<file path="src/sv/att_pkg.sv">
// Package with types and constants of the alignment tail trimmer.
`default_nettype none

package att_pkg;

  localparam int LEN_BITS_DEF  = 16;
  localparam int FIELD_W       = 16;
  localparam int MIN_MATCHES_W = 16;
  localparam int ERR_LIMIT_W   = 17;
  localparam int ERR_FRAC_BITS = 16;
  localparam int CFG_IDX_W     = 1;
  localparam int CFG_DATA_W    = 17;
  localparam int IN_TDATA_W    = 72;
  localparam int OUT_TDATA_W   = 64;

  localparam logic [MIN_MATCHES_W-1:0] MIN_MATCHES_RST = 16'd10;
  localparam logic [ERR_LIMIT_W-1:0]   ERR_LIMIT_RST   = 17'd6554;

  typedef enum logic [1:0] {
    OP_MATCH    = 2'd0,
    OP_INSERT   = 2'd1,
    OP_DELETE   = 2'd2,
    OP_MISMATCH = 2'd3
  } edit_op_t;

  typedef enum logic [CFG_IDX_W-1:0] {
    REG_MIN_MATCHES = 1'd0,
    REG_ERROR_LIMIT = 1'd1
  } cfg_reg_t;

  // Input request as it sits in the input register.
  typedef struct packed {
    edit_op_t           op;
    logic               first;
    logic               last;
    logic [FIELD_W-1:0] op_count;
    logic [FIELD_W-1:0] query_len;
    logic [FIELD_W-1:0] target_len;
    logic [FIELD_W-1:0] distance;
  } in_item_t;

endpackage

`default_nettype wire

</file>
<file path="src/sv/alignment_tail_trimmer.sv">
// A request with tlast goes through the input register and then the result register.
// Throughput: one edit op per cycle save for the stall below; ops before a cut update
// the block counters, and the error-rate multiply-compare is combinational.
// A request waits in the input register only while an unread result blocks the output.
// Reset (rst_n low, synchronous) clears the counters and cut state, empties both
// registers and restores min_matches to 10 and error_limit to 6554.
`default_nettype none

module alignment_tail_trimmer
  import att_pkg::*;
#(
  parameter int LEN_BITS = LEN_BITS_DEF
) (
  input  wire logic                   clk,
  input  wire logic                   rst_n,
  // Input stream.
  input  wire logic                   in_tvalid,
  output logic                        in_tready,
  // tdata: edit_op[1:0], block_op_count[17:2], block_query_len[33:18],
  // block_target_len[49:34], block_distance[65:50], zero fill [71:66]
  input  wire logic [IN_TDATA_W-1:0]  in_tdata,
  // tuser: block_first[0]
  input  wire logic [0:0]             in_tuser,
  input  wire logic                   in_tlast,
  // Result stream.
  output logic                        out_tvalid,
  input  wire logic                   out_tready,
  // tdata: kept_ops[15:0], kept_query_len[31:16], kept_target_len[47:32],
  // kept_distance[63:48]
  output logic [OUT_TDATA_W-1:0]      out_tdata,
  // tuser: keep[0]
  output logic [0:0]                  out_tuser,
  // Configuration writes.
  input  wire logic                   cfg_wr_en,
  input  wire logic [CFG_IDX_W-1:0]   cfg_index,
  input  wire logic [CFG_DATA_W-1:0]  cfg_wdata
);

  localparam int DEN_W  = LEN_BITS + 1;
  localparam int PROD_W = DEN_W + ERR_LIMIT_W;
  localparam logic [LEN_BITS-1:0] RUN_MAX = '1;

  // Configuration registers.
  logic [MIN_MATCHES_W-1:0] min_matches_r;
  logic [ERR_LIMIT_W-1:0]   error_limit_r;

  // Input register.
  logic     s1_valid_r, s1_valid_nxt;
  in_item_t s1_item_r;
  logic     s1_go;
  logic     in_accept;

  // Block state.
  logic [LEN_BITS-1:0] ops_left_r, ops_left_nxt;
  logic [LEN_BITS-1:0] query_left_r, query_left_nxt;
  logic [LEN_BITS-1:0] target_left_r, target_left_nxt;
  logic [LEN_BITS-1:0] dist_left_r, dist_left_nxt;
  logic [LEN_BITS-1:0] match_run_r, match_run_nxt;
  logic                cut_found_r, cut_found_nxt;
  logic [LEN_BITS-1:0] cut_ops_r, cut_ops_nxt;
  logic [LEN_BITS-1:0] cut_query_r, cut_query_nxt;
  logic [LEN_BITS-1:0] cut_target_r, cut_target_nxt;
  logic [LEN_BITS-1:0] cut_dist_r, cut_dist_nxt;

  // Result register.
  logic                   out_valid_r, out_valid_nxt;
  logic [OUT_TDATA_W-1:0] out_data_r;
  logic                   out_keep_r;

  // Working values of the op in the input register.
  logic [LEN_BITS-1:0] ops_b, query_b, target_b, dist_b, run_b;
  logic                found_b;
  logic [LEN_BITS-1:0] op_idx;
  logic [DEN_W-1:0]    denom;
  logic [PROD_W-1:0]   limit_prod;
  logic [PROD_W-1:0]   dist_scaled;
  logic                cut_ok;

  // An op without tlast never waits; one with tlast needs room in the result register.
  assign s1_go     = s1_valid_r && (!s1_item_r.last || !out_valid_r || out_tready);
  assign in_tready = !s1_valid_r || s1_go;
  assign in_accept = in_tvalid && in_tready;

  always_comb begin
    s1_valid_nxt = s1_valid_r;
    if (in_accept) begin
      s1_valid_nxt = 1'b1;
    end else if (s1_go) begin
      s1_valid_nxt = 1'b0;
    end
  end

  // The first op of a block reloads the counters before it is applied.
  always_comb begin
    if (s1_item_r.first) begin
      ops_b    = LEN_BITS'(s1_item_r.op_count);
      query_b  = LEN_BITS'(s1_item_r.query_len);
      target_b = LEN_BITS'(s1_item_r.target_len);
      dist_b   = LEN_BITS'(s1_item_r.distance);
      run_b    = '0;
      found_b  = 1'b0;
    end else begin
      ops_b    = ops_left_r;
      query_b  = query_left_r;
      target_b = target_left_r;
      dist_b   = dist_left_r;
      run_b    = match_run_r;
      found_b  = cut_found_r;
    end
  end

  always_comb begin
    op_idx          = ops_b - LEN_BITS'(1);
    ops_left_nxt    = ops_b;
    query_left_nxt  = query_b;
    target_left_nxt = target_b;
    dist_left_nxt   = dist_b;
    match_run_nxt   = run_b;
    cut_found_nxt   = found_b;
    if (s1_item_r.first) begin
      cut_ops_nxt    = '0;
      cut_query_nxt  = '0;
      cut_target_nxt = '0;
      cut_dist_nxt   = '0;
    end else begin
      cut_ops_nxt    = cut_ops_r;
      cut_query_nxt  = cut_query_r;
      cut_target_nxt = cut_target_r;
      cut_dist_nxt   = cut_dist_r;
    end

    if (!found_b) begin
      ops_left_nxt = op_idx;
      if (s1_item_r.op == OP_MATCH) begin
        if (run_b != RUN_MAX) begin
          match_run_nxt = run_b + LEN_BITS'(1);
        end
        if (query_b != '0) begin
          query_left_nxt = query_b - LEN_BITS'(1);
        end
        if (target_b != '0) begin
          target_left_nxt = target_b - LEN_BITS'(1);
        end
      end else begin
        match_run_nxt = '0;
        if (s1_item_r.op != OP_DELETE && query_b != '0) begin
          query_left_nxt = query_b - LEN_BITS'(1);
        end
        if (s1_item_r.op != OP_INSERT && target_b != '0) begin
          target_left_nxt = target_b - LEN_BITS'(1);
        end
        if (dist_b != '0) begin
          dist_left_nxt = dist_b - LEN_BITS'(1);
        end
      end
    end

    // Exact test of distance / (target + run) <= error_limit / 2^16.
    denom       = DEN_W'(target_left_nxt) + DEN_W'(match_run_nxt);
    limit_prod  = PROD_W'(error_limit_r) * PROD_W'(denom);
    dist_scaled = PROD_W'({dist_left_nxt, {ERR_FRAC_BITS{1'b0}}});
    cut_ok      = !found_b && (match_run_nxt >= min_matches_r) && (denom != '0) &&
                  (dist_scaled <= limit_prod);

    if (cut_ok) begin
      cut_found_nxt  = 1'b1;
      cut_ops_nxt    = op_idx + match_run_nxt;
      cut_query_nxt  = query_left_nxt + match_run_nxt;
      cut_target_nxt = target_left_nxt + match_run_nxt;
      cut_dist_nxt   = dist_left_nxt;
    end
  end

  always_comb begin
    out_valid_nxt = out_valid_r;
    if (s1_go && s1_item_r.last) begin
      out_valid_nxt = 1'b1;
    end else if (out_tready) begin
      out_valid_nxt = 1'b0;
    end
  end

  always_ff @(posedge clk) begin
    if (!rst_n) begin
      min_matches_r <= MIN_MATCHES_RST;
      error_limit_r <= ERR_LIMIT_RST;
    end else if (cfg_wr_en) begin
      unique case (cfg_reg_t'(cfg_index))
        REG_MIN_MATCHES: min_matches_r <= MIN_MATCHES_W'(cfg_wdata);
        REG_ERROR_LIMIT: error_limit_r <= ERR_LIMIT_W'(cfg_wdata);
      endcase
    end
  end

  always_ff @(posedge clk) begin
    if (!rst_n) begin
      s1_valid_r    <= 1'b0;
      out_valid_r   <= 1'b0;
      ops_left_r    <= '0;
      query_left_r  <= '0;
      target_left_r <= '0;
      dist_left_r   <= '0;
      match_run_r   <= '0;
      cut_found_r   <= 1'b0;
      cut_ops_r     <= '0;
      cut_query_r   <= '0;
      cut_target_r  <= '0;
      cut_dist_r    <= '0;
    end else begin
      s1_valid_r  <= s1_valid_nxt;
      out_valid_r <= out_valid_nxt;
      if (s1_go) begin
        ops_left_r    <= ops_left_nxt;
        query_left_r  <= query_left_nxt;
        target_left_r <= target_left_nxt;
        dist_left_r   <= dist_left_nxt;
        match_run_r   <= match_run_nxt;
        cut_found_r   <= cut_found_nxt;
        cut_ops_r     <= cut_ops_nxt;
        cut_query_r   <= cut_query_nxt;
        cut_target_r  <= cut_target_nxt;
        cut_dist_r    <= cut_dist_nxt;
      end
    end
  end

  // Payload registers.
  always_ff @(posedge clk) begin
    if (in_accept) begin
      s1_item_r.op         <= edit_op_t'(in_tdata[1:0]);
      s1_item_r.first      <= in_tuser[0];
      s1_item_r.last       <= in_tlast;
      s1_item_r.op_count   <= in_tdata[17:2];
      s1_item_r.query_len  <= in_tdata[33:18];
      s1_item_r.target_len <= in_tdata[49:34];
      s1_item_r.distance   <= in_tdata[65:50];
    end
    if (s1_go && s1_item_r.last) begin
      out_keep_r <= cut_found_nxt;
      if (cut_found_nxt) begin
        out_data_r <= {FIELD_W'(cut_dist_nxt), FIELD_W'(cut_target_nxt),
                       FIELD_W'(cut_query_nxt), FIELD_W'(cut_ops_nxt)};
      end else begin
        out_data_r <= '0;
      end
    end
  end

  assign out_tvalid = out_valid_r;
  assign out_tdata  = out_data_r;
  assign out_tuser  = out_keep_r;

endmodule

`default_nettype wire

</file>
<file path="config.mk">
export PLATFORM = sky130hd
export DESIGN_NAME = alignment_tail_trimmer
export DESIGN_NICKNAME = d
export VERILOG_FILES = /design/src/sv/att_pkg.sv /design/src/sv/alignment_tail_trimmer.sv
export SDC_FILE = /design/constraint.sdc
export NUM_CORES = 1
export LEC_CHECK = 0
export BUFFER_PORTS_ARGS = -buffer_cell sky130_fd_sc_hd__buf_2
export CORE_MARGIN = 2
export CORE_UTILIZATION = 47
export CTS_CLUSTER_DIAMETER = 60
export DETAILED_ROUTE_END_ITERATION = 16
export SYNTH_ARGS = -nofsm -noshare
export SYNTH_HDL_FRONTEND = slang
export SYNTH_SLANG_ARGS = --single-unit
</file>
<file path="constraint.sdc">
create_clock -name clk -period 15.85 [get_ports clk]
set_clock_uncertainty 0.2 [all_clocks]
set_input_delay 1.585 -clock clk [delete_from_list [all_inputs] [get_ports clk]]
set_output_delay 1.585 -clock clk [all_outputs]
set_load 0.01 [all_outputs]
</file>
# == Yosys cells after proc, flatten, opt, wreduce, memory -nomap -nowiden ==
# Cells that the tools add are included.
# word_totals
ff_bits,313
elab_cells,97
# classes
n_addsub,9
mul,1
order_cmp,2
n_eq_ne,3
muxes,34
bitwise,1
reduce_logical,24
# op_table
operator,n
2-to-1 mux 16 bit,28
subtractor 16 x 1 -> 16 bit (second input constant),4
adder 16 bit,3
nonzero test 16 bit,3
<= comparator 32 x 34 -> 1 bit,1
multiplier 17 x 17 -> 34 bit,1
adder 16 x 16 -> 17 bit,1
nonzero test 17 bit,1
adder 16 x 1 -> 16 bit (second input constant),1
>= comparator 16 bit,1
!= test 16 bit (second input constant),1
logical AND 1 bit,8
2-to-1 mux 1 bit,6
zero test 1 bit,4
AND reduction 2 bit,2
nonzero test 2 bit,2
logical OR 1 bit,3
zero test 2 bit,1
!= test 2 x 1 -> 1 bit (second input constant),1
!= test 2 bit (second input constant),1
NOT 1 bit,1

# == Logic depth before layout (Yosys ltp) ==
# logic_depth
depth_word,11
mapped_depth,63
ltp_nobuf,52

# == Worst setup path after synthesis ==
# No wires, ideal clock.
# synth_timing
path_kind,flip-flop to flip-flop
startpoint,register s1_item_r[65] (netlist name)
endpoint,"register out_data_r[51], in the netlist out_tdata[51] (data pin)"
arrival_time_ps,12566
required_ps,15381
path_slack_ps,2815
path_stages_with_launch,60
path_buffers,11
period_less_slack_ps,13035
cell_sequence,edfxtp_1 -> buf_6 -> buf_6 -> buf_2 -> buf_2 -> buf_2 -> buf_2 -> buf_2 -> mux2i_1 -> ha_1 -> o221ai_1 -> nor4_2 -> nand2_1 -> nand2_1 -> nor2_1 -> o21a_1 -> nor2b_1 -> xnor2_1 -> [24 not listed] -> o21ai_0 -> a211o_1 -> a21boi_0 -> o21a_1 -> o41ai_1 -> xor2_1 -> ha_1 -> nand4_1 -> nor2_1 -> nand2_1 -> o21bai_1 -> a221oi_1 -> nor4_1 -> o311ai_2 -> o211ai_4 -> buf_2 -> buf_2 -> o31ai_1
# synth_between
elab_chain_cells,11
# synth_rtl
item,line_no,source
"start, declared",alignment_tail_trimmer.sv:49,in_item_t s1_item_r;
branches (longest 5 deep; another with subtractor 16 x 1 -> 16 bit),n/a,
2-to-1 mux 16 bit *,alignment_tail_trimmer.sv:132,if (!found_b) begin
net target_left_nxt[7],alignment_tail_trimmer.sv:56,"logic [LEN_BITS-1:0] target_left_r, target_left_nxt;"
adder 16 x 16 -> 17 bit *,alignment_tail_trimmer.sv:159,denom = DEN_W'(target_left_nxt) + DEN_W'(match_run_nxt);
multiplier 17 x 17 -> 34 bit or nonzero test 17 bit (tied branches),"alignment_tail_trimmer.sv:160, alignment_tail_trimmer.sv:162",
<= comparator 32 x 34 -> 1 bit or logical AND 1 bit (tied branches),"alignment_tail_trimmer.sv:163, alignment_tail_trimmer.sv:162",
logical AND 1 bit *,alignment_tail_trimmer.sv:162,cut_ok = !found_b && (match_run_nxt >= min_matches_r) && (denom != '0) &&
2-to-1 mux 16 bit or 2-to-1 mux 1 bit (tied branches),alignment_tail_trimmer.sv:165,if (cut_ok) begin
"end signal, assigned",alignment_tail_trimmer.sv:241,"out_data_r <= {FIELD_W'(cut_dist_nxt), FIELD_W'(cut_target_nxt),"
"end, declared",alignment_tail_trimmer.sv:67,logic [OUT_TDATA_W-1:0] out_data_r;
# Mark *: on every way through the listed nets, which the timed path passes.
# A chain may end at the register's enable or synchronous reset.

# == Final worst setup path ==
# layout_timing
startpoint,register s1_item_r[65] (netlist name)
endpoint,register cut_target_r[7]
# layout_between
elab_chain_cells,11
# layout_rtl
item,line_no,source
branches (longest 5 deep; another with subtractor 16 x 1 -> 16 bit),n/a,
2-to-1 mux 16 bit *,alignment_tail_trimmer.sv:132,
net target_left_nxt[7],alignment_tail_trimmer.sv:56,
adder 16 x 16 -> 17 bit,alignment_tail_trimmer.sv:159,
multiplier 17 x 17 -> 34 bit or nonzero test 17 bit (tied branches),"alignment_tail_trimmer.sv:160, alignment_tail_trimmer.sv:162",
<= comparator 32 x 34 -> 1 bit or logical AND 1 bit (tied branches),"alignment_tail_trimmer.sv:163, alignment_tail_trimmer.sv:162",
logical AND 1 bit,alignment_tail_trimmer.sv:162,
2-to-1 mux 16 bit *,alignment_tail_trimmer.sv:165,
"end signal, assigned",alignment_tail_trimmer.sv:221,cut_target_r <= cut_target_nxt;
"end, declared",alignment_tail_trimmer.sv:62,"logic [LEN_BITS-1:0] cut_target_r, cut_target_nxt;"
# Marked as above.

==> flow_summary.ini <==
[run_status]
status = completed

[floorplanning]
die_w_um = 245
die_h_um = 245
row_count = 88
coreArea_um2 = 57600
dieArea_um2 = 60100
initial_core_util_pct = 47.4
ios = 164

[cts]
postCtsSetupBuffers = 0
htreeDepth = 2
cts.clk_slew.worst_paths_ps = 60
postCtsHoldBufs = 0
cts_sinks = 313
cts_buffers = 41
ctsResizeCount = 0
clock-root-buffer = clkbuf_16
clk_latency_ps = 560
clk_path_buf_depth = 3
tritoncts = done

[route]
num_vias = 22500
viasPerCell = 5.62
post_drt_wl_per_cell_um = 19.4
final_antenna_net_count = 0
drt-pass1-iter-count = 5
drt_iter0_markers = 1680
totalWireLength_mm = 77.6
drc_errors = 0

[finish]
area.growth.synth_to_final_pct = 10.6
final_layout_size_suffix_gt1_share_pct = 10.1
largest-register = s1_item_r
largest_reg_flops = 68
num-nets-final = 3723
design_area_um2 = 30200

[synth]
ys_warn_count = 0
synth_cells = 3113
synth_edf_count = 133
synth_sequential_area_ratio_pct = 27.8
synthFlopType = dfxtp_1
yosysTopAreaCell = fa_1
async_flop_share_pct = 0
syn-cell-area_um2 = 27300
yosys-top-cells-count = nand2_1 (554), inv_1 (340), fa_1 (227)
netlist.area_leader.share_pct = 16.6
yosysMostFrequentCell = nand2_1
synth_cell_type_count = 90
synthTopCellsByArea = fa_1 (17%), edfxtp_1 (15%), dfxtp_1 (13%), ha_1 (8.8%), nand2_1 (7.6%)
postSynthAreaPerCell_um2 = 8.77
yosys_register_bits = 313
synth_nets = 3629

[setup_path]
critPathSlowestCell = edfxtp_1
worst_setup_path_startpoint = s1_item_r[65]$_DFFE_PP_
crit_fanout = 38
slowest_delay_ps = 680
cp_top_family = compound AO/OA/AOI/OAI gates
crit_top_cell = fa_1
crit_arrival_ps = 15390
start_kind = flip-flop
crit_buf_inv = 5
end_kind = flip-flop
worstPathRequired_ps = 16150
path_class = flip-flop to flip-flop
r2r-start = s1_item_r[65]$_DFFE_PP_

[global_route]
grt_pass1_vias = 22100
antenna_found_initial = 2
grt_max_degree = 91
grt_pass1_wl_mm = 123
grt_usage_pct = 26.2
overflow = 0

[sta]
hold_viol_final = 0
fin_tns_setup_ps = 0
max_freq_mhz = 66.3
slew_headroom_pct = 26.2
rsz0062_at_grt = false
worst_pin_slew_ps = 1110
period_minus_slack_ps = 15090
drv_slew = 0
setup_viol = 0
finalCritPeriodShare_pct = 95.2

[power_and_ir_drop]
p_seq_share_pct = 17.5
powerDensity_nw_per_um2 = 171
switching_power_mw = 2.42
p_leak_nw = 13.8
internal-power_mw = 2.74
comb_power_share_pct = 64.1
p_clk_share_pct = 18.4
vdd_drop_max_uv = 238
swShare_pct = 46.9

[place]
dp_hpwl_mm = 57.9
place_area_um2 = 28800
io_buffers = 157
gp_routability_congestion = 0.890

[worst_hold_path]
holdCritPathClass = flip-flop to flip-flop
min_from = match_run_r[1]$_SDFFE_PN0P_

[flow_run]
cap_violations = 0
area by class of cell:
cell class / count / area (um2)
clock inverter: 25 / 267
inverter: 340 / 1280
fill: 5330 / 27400
antenna: 1 / 2.50
multi-input combinational: 2300 / 17800
tap: 765 / 957
timing repair buffer: 211 / 1200
clock buffer: 50 / 1110
sequential: 313 / 7600
metal layers:
layer,vias to the layer above,track usage (%),routed length (um)
met5,-,0,26
met4,4,8.86,2580
met3,156,4.77,5550
met2,726,39.5,33800
met1,11000,37.7,35700
li1,10600,-,-
logic make-up after synthesis:
kind of cell / synth area share [%]
xor+xnor: 4.59
buf+inv: 7.22
fa+ha+maj: 25.4
simple gates: 18.5
flops: 27.8
mux: 2.59
compound gates: 13.9
cells in the final DEF, fill, tap and decap left out, types with 117 or more instances in the layout:
cell type,instances
buf_2,157
fa_1,227
nor2_1,156
inv_1,339
edfxtp_1,133
dfxtp_1,180
nand2_1,552
o21ai_0,117
ha_1,192
a21oi_1,164
power groups by stage:
stage / clock network (mW) / logic (mW) / registers (mW)
after floorplan: 0 / 2.40 / 0.902
after global routing: 1.00 / 3.77 / 0.905
after global placement: 0 / 3.20 / 0.917
final: 0.950 / 3.30 / 0.902
after CTS: 0.968 / 3.28 / 0.901
after detailed placement: 0 / 3.24 / 0.918
worst min-delay path: cells and delay by family (launching register included):
kind,cells,cell delay [ps]
flops,1,300
simple gates,1,50
compound gates,1,50
path summary, 6_finish.rpt:
kind	to	slack [ps]	cells after the start
setup reg to reg	cut_target_r[7]$_SDFFE_PN0P_	760	49
hold reg to reg	match_run_r[1]$_SDFFE_PN0P_	250	2
setup / recovery	cut_target_r[7]$_SDFFE_PN0P_	760	49
hold / removal	match_run_r[1]$_SDFFE_PN0P_	250	2
per-stage QoR:
step                      power [mW]  instances  hold slack [ps]  utilization (%)  setup slack, ps
after floorplan                 3.30       3113              226                -             2820
after global placement          4.12       3929              233             50.1             1210
after detailed placement        4.16       3929              239             50.1             1120
after CTS                       5.15       4004              253             52.5             1010
after global routing            5.68       4004              268             52.5              122
final                           5.15       4005              249             52.5              758
(Power assumes the default switching activity.)
